### config.mk
export PLATFORM = sky130hd
export DESIGN_NAME = ipv4_dotted_decimal_parser
export DESIGN_NICKNAME = d
export VERILOG_FILES = /design/src/rtl/core/ipv4dp_pkg.sv /design/src/rtl/core/ipv4dp_step.sv /design/src/rtl/core/ipv4_dotted_decimal_parser.sv
export VERILOG_INCLUDE_DIRS = /design/src /design/src/rtl/core
export SDC_FILE = /design/constraint.sdc
export NUM_CORES = 1
export LEC_CHECK = 0
export BUFFER_PORTS_ARGS = -buffer_cell sky130_fd_sc_hd__buf_2
export CORE_MARGIN = 8
export CORE_UTILIZATION = 62
export CTS_CLUSTER_SIZE = 25
export DETAILED_ROUTE_END_ITERATION = 6
export PLACE_DENSITY = 0.92
export SLEW_MARGIN = 20
export SYNTH_ARGS = -nofsm -noshare
export SYNTH_HDL_FRONTEND = slang
export SYNTH_SLANG_ARGS = --single-unit
### constraint.sdc
create_clock -name clk -period 11 [get_ports clk]
set_input_delay 1.1 -clock clk [delete_from_list [all_inputs] [get_ports clk]]
set_output_delay 1.1 -clock clk [all_outputs]
set_load 0.02 [all_outputs]
### src/rtl/core/ipv4_dotted_decimal_parser_defines.svh
// assertion macros for the ipv4 dotted-decimal parser
// no dependencies; included by the top level only
`ifndef IPV4_DOTTED_DECIMAL_PARSER_DEFINES_SVH
`define IPV4_DOTTED_DECIMAL_PARSER_DEFINES_SVH

`ifndef SYNTH

// property that must hold at every clock edge outside reset
`define IPV4DP_ASSERT(lbl, clk, rst_n, prop) \
    lbl: assert property (@(posedge clk) disable iff (!rst_n) (prop)) \
        else $error("ipv4 parser check failed");

// implication with the consequent checked in the cycle after the antecedent
`define IPV4DP_ASSERT_NEXT(lbl, clk, rst_n, ante, cons) \
    lbl: assert property (@(posedge clk) disable iff (!rst_n) (ante) |=> (cons)) \
        else $error("ipv4 parser sequencing check failed");

`else

`define IPV4DP_ASSERT(lbl, clk, rst_n, prop)
`define IPV4DP_ASSERT_NEXT(lbl, clk, rst_n, ante, cons)

`endif

`endif

### src/rtl/core/ipv4dp_pkg.sv
// shared types and constants for the ipv4 dotted-decimal parser
// no dependencies
`default_nettype none

package ipv4dp_pkg;

    // ascii codes
    localparam logic [7:0] CH_ZERO   = 8'h30;
    localparam logic [7:0] CH_DOT    = 8'd46;
    localparam logic [7:0] CH_DIG_LO = 8'd48;
    localparam logic [7:0] CH_DIG_HI = 8'd57;

    // octet limits
    localparam logic [8:0] OCT_SAT     = 9'd256;
    localparam logic [8:0] OCT_MAX     = 9'd255;
    localparam logic [1:0] DIGIT_MAX   = 2'd3;
    localparam logic [2:0] OCTET_COUNT = 3'd4;

    // result status codes
    typedef enum logic [2:0] {
        ST_OK         = 3'd0,
        ST_FIRST_ZERO = 3'd1,
        ST_LEAD_ZERO  = 3'd2,
        ST_EMPTY      = 3'd3,
        ST_OVER       = 3'd4,
        ST_BAD_CHAR   = 3'd5,
        ST_COUNT      = 3'd6
    } status_t;

    // parse state carried between characters
    typedef struct packed {
        logic [8:0]  octet_value;
        logic [1:0]  digit_count;
        logic        first_digit_zero;
        logic [2:0]  octet_index;
        logic [31:0] packed_address;
        status_t     error_code;
    } parse_state_t;

    localparam parse_state_t PARSE_STATE_RESET = '{
        octet_value:      9'd0,
        digit_count:      2'd0,
        first_digit_zero: 1'b0,
        octet_index:      3'd0,
        packed_address:   32'd0,
        error_code:       ST_OK
    };

endpackage

`default_nettype wire

### src/rtl/core/ipv4dp_step.sv
// next-state and result logic for one character of the address string
// depends on ipv4dp_pkg
`default_nettype none

module ipv4dp_step
    import ipv4dp_pkg::*;
(
    input  wire parse_state_t state_cur,
    input  wire logic [7:0]   char_code,
    input  wire logic         is_last,
    output parse_state_t      state_next,
    output logic [31:0]       address,
    output status_t           status
);

    // finish the current octet: check it, pack it, clear the accumulator
    function automatic parse_state_t close_octet(input parse_state_t s);
        parse_state_t t;
        t = s;
        if (s.error_code == ST_OK)
        begin
            if (s.digit_count == 2'd0)
            begin
                t.error_code = ST_EMPTY;
            end
            else if (s.octet_value > OCT_MAX)
            begin
                t.error_code = ST_OVER;
            end
            else if (s.octet_index >= OCTET_COUNT)
            begin
                t.error_code = ST_COUNT;
            end
            else
            begin
                t.packed_address = {s.packed_address[23:0], s.octet_value[7:0]};
                t.octet_index    = s.octet_index + 3'd1;
            end
            t.octet_value      = 9'd0;
            t.digit_count      = 2'd0;
            t.first_digit_zero = 1'b0;
        end
        return t;
    endfunction

    parse_state_t after_char;
    parse_state_t after_close;
    logic         is_digit;
    logic [3:0]   digit;
    logic [12:0]  acc_ext;
    logic [12:0]  acc_prod;
    logic         take_digit;

    // digit decode and times-ten accumulate
    always_comb
    begin
        is_digit = (char_code >= CH_DIG_LO) && (char_code <= CH_DIG_HI);
        digit    = 4'(char_code - CH_DIG_LO);
        acc_ext  = {4'd0, state_cur.octet_value};
        acc_prod = (acc_ext << 3) + (acc_ext << 1) + {9'd0, digit};
    end

    // per-character update
    always_comb
    begin
        after_char = state_cur;
        take_digit = 1'b0;
        if (state_cur.error_code == ST_OK)
        begin
            if (is_digit)
            begin
                if (state_cur.digit_count == 2'd0)
                begin
                    if ((char_code == CH_ZERO) && (state_cur.octet_index == 3'd0))
                    begin
                        after_char.error_code = ST_FIRST_ZERO;
                    end
                    else
                    begin
                        after_char.first_digit_zero = (digit == 4'd0);
                        take_digit = 1'b1;
                    end
                end
                else if (state_cur.first_digit_zero)
                begin
                    after_char.error_code = ST_LEAD_ZERO;
                end
                else
                begin
                    take_digit = 1'b1;
                end
                if (take_digit)
                begin
                    after_char.octet_value = (acc_prod > {4'd0, OCT_SAT})
                                           ? OCT_SAT : acc_prod[8:0];
                    if (state_cur.digit_count < DIGIT_MAX)
                    begin
                        after_char.digit_count = state_cur.digit_count + 2'd1;
                    end
                end
            end
            else if (char_code == CH_DOT)
            begin
                after_char = close_octet(state_cur);
            end
            else
            begin
                after_char.error_code = ST_BAD_CHAR;
            end
        end
    end

    // end of string: close the last octet, check the count, report
    always_comb
    begin
        after_close = close_octet(after_char);
        if ((after_close.error_code == ST_OK) && (after_close.octet_index != OCTET_COUNT))
        begin
            after_close.error_code = ST_COUNT;
        end
        status  = after_close.error_code;
        address = (after_close.error_code == ST_OK) ? after_close.packed_address : 32'd0;
        state_next = is_last ? PARSE_STATE_RESET : after_char;
    end

endmodule

`default_nettype wire

### src/rtl/core/ipv4_dotted_decimal_parser.sv
// IPv4 dotted-decimal parser. Characters of an address string enter one per
// beat on the input channel, is_last set on the final character. Beats are
// accepted at one per cycle unless a last character is stalled: a character
// is held in the input register, then the step logic updates the parse state
// and, on the last character, loads the result register, which offers the
// result (address and status). Only a result waiting in the output register
// while out_ready is low holds back the next last character, which then also
// holds the characters behind it; ordinary characters ahead keep flowing.
// Address reads zero whenever status is not ok.
// depends on ipv4dp_pkg, ipv4dp_step and ipv4_dotted_decimal_parser_defines.svh
`default_nettype none
`include "ipv4_dotted_decimal_parser_defines.svh"

module ipv4_dotted_decimal_parser
    import ipv4dp_pkg::*;
(
    input  wire logic        clk,
    input  wire logic        rst_n,
    input  wire logic        in_valid,
    output logic             in_ready,
    input  wire logic [7:0]  char_code,
    input  wire logic        is_last,
    output logic             out_valid,
    input  wire logic        out_ready,
    output logic [31:0]      address,
    output logic [2:0]       status
);

    logic         in_valid_reg;
    logic [7:0]   char_reg;
    logic         last_reg;
    parse_state_t state_reg;
    parse_state_t state_next;
    logic         out_valid_reg;
    logic [31:0]  address_reg;
    status_t      status_reg;
    logic [31:0]  address_next;
    status_t      status_next;
    logic         out_free;
    logic         advance;

    // flow control: only a last character needs the result register free
    assign out_free = !out_valid_reg || out_ready;
    assign advance  = in_valid_reg && (!last_reg || out_free);
    assign in_ready = !in_valid_reg || advance;

    // input register
    always_ff @(posedge clk or negedge rst_n)
    begin
        if (!rst_n)
        begin
            in_valid_reg <= 1'b0;
        end
        else if (in_ready)
        begin
            in_valid_reg <= in_valid;
        end
    end

    always_ff @(posedge clk)
    begin
        if (in_ready && in_valid)
        begin
            char_reg <= char_code;
            last_reg <= is_last;
        end
    end

    // parse step
    ipv4dp_step u_step (
        .state_cur  (state_reg),
        .char_code  (char_reg),
        .is_last    (last_reg),
        .state_next (state_next),
        .address    (address_next),
        .status     (status_next)
    );

    // parse state
    always_ff @(posedge clk or negedge rst_n)
    begin
        if (!rst_n)
        begin
            state_reg <= PARSE_STATE_RESET;
        end
        else if (advance)
        begin
            state_reg <= state_next;
        end
    end

    // result register
    always_ff @(posedge clk or negedge rst_n)
    begin
        if (!rst_n)
        begin
            out_valid_reg <= 1'b0;
        end
        else if (advance && last_reg)
        begin
            out_valid_reg <= 1'b1;
        end
        else if (out_ready)
        begin
            out_valid_reg <= 1'b0;
        end
    end

    always_ff @(posedge clk)
    begin
        if (advance && last_reg)
        begin
            address_reg <= address_next;
            status_reg  <= status_next;
        end
    end

    assign out_valid = out_valid_reg;
    assign address   = address_reg;
    assign status    = status_reg;

    // checks
    `IPV4DP_ASSERT(a_addr_zero_on_error, clk, rst_n,
        !out_valid_reg || (status_reg == ST_OK) || (address_reg == 32'd0))
    `IPV4DP_ASSERT(a_index_bound, clk, rst_n, state_reg.octet_index <= OCTET_COUNT)
    `IPV4DP_ASSERT(a_empty_octet_zero, clk, rst_n,
        (state_reg.digit_count != 2'd0) || (state_reg.octet_value == 9'd0))
    `IPV4DP_ASSERT_NEXT(a_clear_after_last, clk, rst_n, advance && last_reg,
        out_valid_reg && (state_reg.octet_index == 3'd0)
        && (state_reg.error_code == ST_OK) && (state_reg.digit_count == 2'd0))

endmodule

`default_nettype wire

; After elaboration in Yosys (flattened, before gate mapping)
; Index checks and enable logic that the tools add are counted.
[classes]
reduce_logical = 21
n_lt_le_gt_ge = 8
add_sub_neg = 6
n_eq_ne = 3
div_mod_pow = 0
n_mux = 36
mul = 0
bitwise = 0
shifts = 0
[ops]
columns = operator, n
row1 = 35-bit 2-to-1 mux, 7
row2 = 50-bit 2-to-1 mux, 2
row3 = 47-bit 2-to-1 mux, 1
row4 = 38-bit 2-to-1 mux, 1
row5 = 3-bit 2-to-1 mux, 12
row6 = 9-bit by 8-bit greater-than comparator with 1-bit output (second input constant), 2
row7 = 8-bit by 6-bit equality test with 1-bit output (second input constant), 2
row8 = 3-bit zero test, 5
row9 = 12-bit by 10-bit adder with 13-bit output, 1
row10 = 13-bit by 4-bit adder with 13-bit output, 1
row11 = 13-bit by 9-bit greater-than comparator with 1-bit output (second input constant), 1
row12 = 12-bit 2-to-1 mux, 1
row13 = 11-bit 2-to-1 mux, 1
row14 = 1-bit 2-to-1 mux, 9
row15 = 9-bit 2-to-1 mux, 1
row16 = 8-bit by 6-bit greater-or-equal comparator with 1-bit output (second input constant), 1
row17 = 8-bit by 6-bit <= comparator with 1-bit output (second input constant), 1
row18 = 3-bit by 1-bit adder with 3-bit output (second input constant), 2
row19 = 3-bit greater-or-equal comparator (second input constant), 2
row20 = 1-bit logical AND, 6
row21 = 2-bit zero test, 2
row22 = 4-bit zero test, 1
row23 = 4-bit by 1-bit subtractor with 4-bit output (second input constant), 1
row24 = 1-bit zero test, 3
row25 = 6 further kinds, 8
[totals]
elab_cells = 86
register_bits = 96
output_inout_bits = 37
in_bits = 13
n_memories = 0
latch_bits = 0
ramBits = 0
rom_bits = 0

; Logic depth before layout (Yosys ltp)
; Gate-level depths: netlist of the first run.
[depth]
ltp_word = 18
depth_mapped = 13

; Cells and area by module
; Synthesis of the first run repeated with hierarchy kept, for this count alone.
[hier_totals]
hier_cells = 683
area_unflattened_um2 = 6665.1
[by_module_without_submodules]
columns = mod, area_per_inst_um2, seq_area_each_um2, n_inst, cells_each
row1 = ipv4_dotted_decimal_parser, 4500.6, 2622.5, 1, 339
row2 = ipv4dp_step, 2164.6, 0.0, 1, 344

; Least setup slack after synthesis of the first run
; OpenSTA, ideal clock, no wires.
[synth_timing]
kind = reg-to-reg
startpoint = reg char_reg[3]
endpoint = reg address_reg[17], in the netlist address[17] (data pin)
path_stages_with_launch = 12
n_path_buf = 1
setup_slack_ps = 7450
arrival_time_ps = 3410
synth_period_minus_slack_ps = 3550
path_cell_list = edfxtp_1 > fa_1 > fa_1 > a211o_1 > a2111oi_0 > nor3_1 > o31ai_1 > o21bai_1 > a2111oi_4 > o2111ai_2 > buf_6 > a21oi_2
[synth_between]
elab_chain_len = 17
[synth_lines]
columns = element, line_no
row1 = "start, declared", ipv4_dotted_decimal_parser.sv:30  ; logic [7:0] char_reg;
row2 = "start signal, assigned", ipv4_dotted_decimal_parser.sv:64  ; char_reg <= char_code;
row3 = branches (longest 8 deep; another with 13-bit by 4-bit adder with 13-bit output), -
row4 = 50-bit 2-to-1 mux (*), ipv4dp_step.sv:68  ; if (state_cur.error_code == ST_OK)
row5 = 9-bit by 8-bit greater-than comparator with 1-bit output, ipv4dp_step.sv:26  ; else if (s.octet_value > OCT_MAX)
row6 = 35-bit 2-to-1 mux / 3-bit 2-to-1 mux (equally long branches), ipv4dp_step.sv:26
row7 = 35-bit 2-to-1 mux / 3-bit 2-to-1 mux (equally long branches), ipv4dp_step.sv:22  ; if (s.digit_count == 2'd0)
row8 = 38-bit 2-to-1 mux (*), ipv4dp_step.sv:20  ; if (s.error_code == ST_OK)
row9 = 3-bit inequality test / 3-bit zero test (equally long branches), ipv4dp_step.sv:117  ; if ((after_close.error_code == ST_OK) && (after_close.octet_index != OCTET_COUNT))
row10 = 1-bit logical AND, ipv4dp_step.sv:117
row11 = 3-bit 2-to-1 mux, ipv4dp_step.sv:117
row12 = 3-bit zero test, ipv4dp_step.sv:122  ; address = (after_close.error_code == ST_OK) ? after_close.packed_address : 32'd0;
row13 = "end signal, assigned", ipv4_dotted_decimal_parser.sv:113  ; address_reg <= address_next;
row14 = "end, declared", ipv4_dotted_decimal_parser.sv:35  ; logic [31:0] address_reg;
; Mark *: on every way between the ends. The select of a mux whose other input is x is not followed.
; A chain may end at the register's enable or synchronous reset.

; Worst setup path in the final report of the first run
[layout_timing]
startpoint = reg char_reg[3]
endpoint = reg address_reg[19], in the netlist address[19] (data pin)
; The elaborated chain is that of the path after synthesis.

==> flow_summary.json, run 1 <==
{
  "fin_area_sq_um": 5220,
  "grt_use_total_pct": 19.8,
  "cp_data_arrival_time_ps": 4260,
  "crit_path_max_fanout": 32,
  "final_antenna_net_count": 0,
  "cts_buffers": 9,
  "synth_top_area_cell": "edfxtp_1",
  "p_leak_nw": 2.15,
  "synth-edff-count": 44,
  "clockBufferDepth": 2,
  "peakVddDrop_v": 0.000122,
  "fp.coreArea_sq_um": 7290,
  "utilization_pct": 71.6,
  "avgViaCountPerCell": 6.29,
  "clock-sinks": 88,
  "cts_hold_buf": 0,
  "fill_cells": 527,
  "grt_use_met3_pct": 4.05,
  "async_reset_ff_share_pct": 50.0,
  "required_ps": 11200,
  "path_class": "flip-flop to flip-flop",
  "end_kind": "flip-flop",
  "worst_pin_slew_ps": 958,
  "htree_num_levels": 3,
  "busiest_layer": "met2",
  "place.port_buffers": 49,
  "vias": 3629,
  "largest_reg_flops": 42,
  "postPlaceCellArea_sq_um": 5000,
  "syn_area_per_cell_sq_um": 10.9,
  "synth_seq_cells": 88,
  "grt.overflow.total": 0,
  "cts_setup_buffers": 0,
  "setup_slack_ps": 6940,
  "io_pins": 50,
  "post-route-period-util_pct": 36.9,
  "multi_input_area_sq_um": 2130,
  "drtIter0Drc": 267,
  "yosysSeqAreaShare_pct": 51.7,
  "setup_tns_ps": 0,
  "power.density_nw_per_um2": 127,
  "cts_tree": "built",
  "rows": 31,
  "r2r_cells": 11,
  "drv_cap": 0,
  "path_clk_slew_ps": 90,
  "max_freq_mhz": 246,
  "syn_to_final_growth_pct": 11.3,
  "postRouteWirelength_um": 9980,
  "nNetsFinal": 509,
  "synth_top_area_share_pct": 28.2,
  "finalHoldViolCount": 0,
  "outcome": "finished clean",
  "clk_latency_ps": 350,
  "grt_antenna_before_repair": 0,
  "regArea_sq_um": 2420,
  "grt_max_degree": 45,
  "dieArea_sq_um": 10600,
  "finalCriticalPeriod_ps": 4060,
  "synth.area.top_cells": "edfxtp_1, dfrtp_1, nand2_1",
  "rsz0062_at_grt": "no",
  "synth_cell_types": 68,
  "synthCells": 430,
  "place_congestion": 0.929,
  "min_path_cells": 1,
  "post-place-ws_ps": 7000,
  "min-delay-path-class": "flip-flop to flip-flop",
  "syn_area_sq_um": 4690,
  "grt_pass1_wl_um": 16500,
  "synth-main-ff-cell": "edfxtp_1",
  "grt_pass1_vias": 3424,
  "antennaDiodeCount": 0,
  "hpwl_um": 7050,
  "wl_per_cell_um": 17.3,
  "setup_violations": 0,
  "die_y_um": 103,
  "start_util_pct": 64.3,
  "synth_fp_nets": 466,
  "yosysWarningCount": 0,
  "post_cts_resized": 0,
  "first_pass_iters": 5,
  "drcViolationCount": 0,
  "slew_viol_final": 0,
  "startpoint_type": "flip-flop",
  "finalClockSkew_ps": 9.04,
  "maxSlewHeadroom_pct": 36.1,
  "drive_gt1_share_pct": 22.6,
  "cts-root-buf": "clkbuf_8",
  "met2_usage_pct": 33.5,
  "grt.met1_usage_pct": 25.0,
  "fp.dieW_um": 103
}
per-stage QoR:
| step | hold slack, ps | std cells | total power, mW |
|---|---|---|---|
| global placement | 487 | 561 | 0.429 |
| floorplan | 458 | 430 | 0.411 |
| global route | 537 | 577 | 0.684 |
| CTS | 506 | 577 | 0.665 |
| detailed placement | 488 | 561 | 0.431 |
| finish | 512 | 577 | 0.663 |
placed cells by master (no fill, tap or decap), drive strengths merged, types with 3 or more instances in the layout:
cell type	n
and2	5
and3	5
a21o	5
nand3b	4
nand3	4
dfrtp	44
o21a	3
o21ai	17
buf	53
nand2b	3
nand2	73
nand4	4
inv	13
clkbuf	13
nor2	26
a31oi	4
a22o	29
nor3	8
nor4	3
ha	21
a22oi	7
a211oi	3
or4	3
nor3b	3
edfxtp	44
a21oi	39
xnor2	4
Yosys cell counts (all sizes together) (3+ instances only):
library cell / number
nor3b: 3
o21a: 3
and3: 5
a22oi: 7
edfxtp: 44
buf: 5
a211oi: 3
o21ai: 17
dfrtp: 44
clkbuf: 16
nor3: 8
a31oi: 4
a21o: 5
nand2: 73
nor2: 26
nor4: 3
nand3: 4
a21oi: 39
ha: 21
nand3b: 4
or4: 3
inv: 13
nand4: 4
and2: 5
nand2b: 3
xnor2: 4
a22o: 29
layout make-up:
type | count | share of cell area, %
inverter | 13 | 0.935
multi-input combinational | 308 | 40.8
clock inverter | 3 | 0.911
sequential | 88 | 46.4
timing repair buffer | 53 | 5.27
clock buffer | 13 | 3.26
tap | 99 | 2.37
per-layer routing:
layer	part of all wire [%]	wire (um)
met5	0	0
met2	48	4840
met3	8.1	810
met4	1.5	153
met1	42	4180
worst max-delay path: stages (launching register included):
cell and delay [ps]:
edfxtp_1 490, fa_1 560, fa_1 490, a211o_1 320, a2111oi_0 390, nor3_1 150
o31ai_1 140, o21bai_1 210, a2111oi_4 490, o2111ai_4 160, buf_4 310, a21oi_1 180
cell families after synthesis:
kind of cell,Yosys count,synth area share [%]
xor gates and xnor gates,5,0.934
DFF,88,51.7
and+or+nand+nor,151,16.4
AOI/OAI and AO/OA,129,21.3
buffers and inverters,34,3.25
adders and majority gates,23,6.46
report_power, final:
part           internal (mW)  switching [mW]  total, mW
registers              0.357         0.00798      0.365
clock network          0.126           0.112      0.239
logic                 0.0191          0.0393     0.0585
path summary, 6_finish.rpt:
path | start | to | slack (ps)
max in group asynchronous | rst_n | state_reg[20]$_DFFE_PN0P_ | 9510
worst max register to register | char_reg[3]$_DFFE_PP_ | address[19]$_SDFFCE_PP0P_ | 6940
worst min register to register | state_reg[21]$_DFFE_PN0P_ | state_reg[21]$_DFFE_PN0P_ | 510
worst min-delay path | state_reg[21]$_DFFE_PN0P_ | state_reg[21]$_DFFE_PN0P_ | 510
min in group asynchronous | rst_n | state_reg[38]$_DFFE_PN0P_ | 890
worst max-delay path | char_reg[3]$_DFFE_PP_ | address[19]$_SDFFCE_PP0P_ | 6940
Power figures use the tool's default switching activity.
==> inputs of run 2 (changes only) <==
--- a/config.mk
+++ b/config.mk
@@ -8,10 +8,10 @@
 export LEC_CHECK = 0
 export BUFFER_PORTS_ARGS = -buffer_cell sky130_fd_sc_hd__buf_2
 export CORE_MARGIN = 8
-export CORE_UTILIZATION = 62
+export CORE_UTILIZATION = 53
 export CTS_CLUSTER_SIZE = 25
 export DETAILED_ROUTE_END_ITERATION = 6
-export PLACE_DENSITY = 0.92
+export PLACE_DENSITY = 0.85
 export SLEW_MARGIN = 20
 export SYNTH_ARGS = -nofsm -noshare
 export SYNTH_HDL_FRONTEND = slang
==> constraint.sdc (replaced) <==
create_clock -name clk -period 3.3 [get_ports clk]
set_input_delay 0.33 -clock clk [delete_from_list [all_inputs] [get_ports clk]]
set_output_delay 0.33 -clock clk [all_outputs]
set_load 0.02 [all_outputs]
==> run 2 against run 1 <==
The run now ends with negative setup slack left. Cell area rose by 6.3%. Register-to-register slack got worse by 7100 ps. Worst hold slack got worse by 380 ps. First-iteration DRC count decreased by 7.5%. Critical endpoint is now address[23]$_SDFFCE_PP0P_.
==> flow_summary.json, run 2 (synthesis results as in run 1) <==
{
  "largest_reg_flops": 42,
  "clockBufferDepth": 2,
  "place_congestion": 0.943,
  "critPathMaxStageDelay_ps": 530,
  "required_ps": 3520,
  "multi_input_area_sq_um": 2230,
  "grt_pass1_vias": 3942,
  "finalPower_mw": 2.12,
  "cts_buffers": 9,
  "drtIter0Drc": 247,
  "fin_area_sq_um": 5550,
  "drcViolationCount": 0,
  "io_pins": 50,
  "htree_num_levels": 3,
  "crit_top_cell": "a2111oi_4",
  "p_int_mw": 1.55,
  "power.density_nw_per_um2": 382,
  "die_y_um": 110,
  "maxSlewHeadroom_pct": 44.0,
  "postPlaceCellArea_sq_um": 5270,
  "p_leak_nw": 2.31,
  "slowest_stage": "fa_1",
  "crit_path_max_fanout": 18,
  "hpwl_um": 7940,
  "finalHoldViolCount": 0,
  "worstPathCellList": "fa_1 > fa_2 > a211o_1 > a2111oi_4 > nor3_4 > o31ai_4 > o21bai_2 > a2111oi_4 > o2111ai_4 > buf_12 > a21oi_2",
  "path_clk_slew_ps": 90,
  "final_common_cell": "nand2_1",
  "setup_slack_ps": -193,
  "regArea_sq_um": 2420,
  "fill_cells": 654,
  "min-delay-path-class": "input port to flip-flop",
  "first_pass_iters": 4,
  "worst_pin_slew_ps": 841,
  "drv_cap": 0,
  "pwr-share-clk_pct": 31.9,
  "grt.overflow.total": 0,
  "max_freq_mhz": 286,
  "cp_num_buf_inv": 1,
  "syn_to_final_growth_pct": 18.3,
  "startpoint_type": "flip-flop",
  "rows": 34,
  "power.switching_uw": 570,
  "finalCriticalPeriod_ps": 3490,
  "peakVddDrop_v": 0.000253,
  "path_class": "flip-flop to flip-flop",
  "grt_max_degree": 45,
  "violations": "negative setup slack",
  "final_antenna_net_count": 0,
  "switching_share_pct": 26.9,
  "nNetsFinal": 541,
  "combPwrFrac_pct": 10.8,
  "fin_hold_ws_ps": 134,
  "cpLargestDelayFamily": "compound AO/OA/AOI/OAI gates",
  "fp.coreArea_sq_um": 8640,
  "grt_antenna_before_repair": 0,
  "clock-sinks": 88,
  "final_cell_mix": "nand2_1, buf_2, edfxtp_1, dfrtp_1, buf_4",
  "post-route-period-util_pct": 106,
  "grt_pass1_wl_um": 18400,
  "avgViaCountPerCell": 6.13,
  "setup_violations": 34,
  "cts_tree": "built",
  "wl_per_cell_um": 17.9,
  "postRouteWirelength_um": 11100,
  "grt_use_total_pct": 19.4,
  "place.port_buffers": 49,
  "rsz0062_at_grt": "yes",
  "antennaDiodeCount": 0,
  "vias": 3788,
  "p_seq_share_pct": 57.3,
  "finalClockSkew_ps": 14.1,
  "clk_latency_ps": 370,
  "end_kind": "flip-flop",
  "cp_data_arrival_time_ps": 3720,
  "outcome": "finished, violations left",
  "dieArea_sq_um": 12100,
  "start_util_pct": 54.3,
  "drive_gt1_share_pct": 30.4,
  "cts-root-buf": "clkbuf_8",
  "slew_viol_final": 0,
  "fp.dieW_um": 110
}
run 2: cell types whose count changed in the layout (fill, tap and decap cells not counted), sizes merged:
cell	before	now
clkinvlp	0	2
dlygate4sd3	0	1
inv	13	15
clkbuf	13	10
buf	53	84
bufinv	1	0
run 2: final timing paths:
| path | from | end | slack [ps] | cells past startpoint |
|---|---|---|---|---|
| max in group asynchronous | rst_n | state_reg[48]$_DFFE_PN0P_ | 2410 | 2 |
| worst min register to register | state_reg[23]$_DFFE_PN0P_ | state_reg[23]$_DFFE_PN0P_ | 510 | 1 |
| min in group asynchronous | rst_n | out_valid$_DFFE_PN0P_ | 490 | 2 |
| worst min-delay path | is_last | last_reg$_DFFE_PP_ | 130 | 1 |
| worst max-delay path | state_reg[43]$_DFFE_PN0P_ | address[23]$_SDFFCE_PP0P_ | -190 | 11 |
| worst max register to register | state_reg[43]$_DFFE_PN0P_ | address[23]$_SDFFCE_PP0P_ | -190 | 11 |
run 2: what timing repair did:
action / 4_1_cts / 5_1_grt
gates resized for setup: 4 / 13
pin swaps: 2 / 2
setup buffers: 4 / 1
hold buffers: 0 / 1
hold endpoints to repair: 0 / 5
endpoints found under the setup margin: 39 / 42
gates cloned: 0 / 0
run 2: power by group through the flow:
stage | Sequential (mW) | Clock (mW) | Combinational (mW)
global placement | 1.24 | 0 | 0.209
CTS | 1.21 | 0.683 | 0.220
finish | 1.21 | 0.676 | 0.228
detailed placement | 1.24 | 0 | 0.216
global route | 1.22 | 0.724 | 0.252
floorplan | 1.26 | 0 | 0.108
run 2: metrics by stage:
step / TNS [ps] / setup WS [ps] / instances / utilization [%]
global placement: -1680 / -77.9 / 596 / 61.0
detailed placement: -5060 / -218 / 596 / 61.0
finish: -5380 / -193 / 618 / 64.2
floorplan: 0 / 14.0 / 430 / -
global route: -9750 / -322 / 618 / 64.2
CTS: -2720 / -117 / 616 / 63.6
run 2: metal layers:
layer	GRT usage, %	up-vias	part of all wire, %
met4	10.6	0	3.8
met3	4.01	43	6.8
li1	-	1749	-
met5	0	-	0
met2	33.2	155	50
met1	22.2	1841	40
run 2: area by class of cell:
class                      instances  share of cell area, %
clock buffer                      10                   2.30
clock inverter                     6                  0.744
inverter                          13                  0.880
multi-input combinational        308                   40.1
sequential                        88                   43.7
tap                              108                   2.44
timing repair buffer              85                   9.83
run 2: worst reg2reg max path: stages (launching register included):
cell,delay (ps)
dfrtp_1,420
fa_1,540
fa_2,360
a211o_1,360
a2111oi_4,390
nor3_4,110
o31ai_4,90
o21bai_2,140
a2111oi_4,410
o2111ai_4,190
buf_12,220
a21oi_2,130
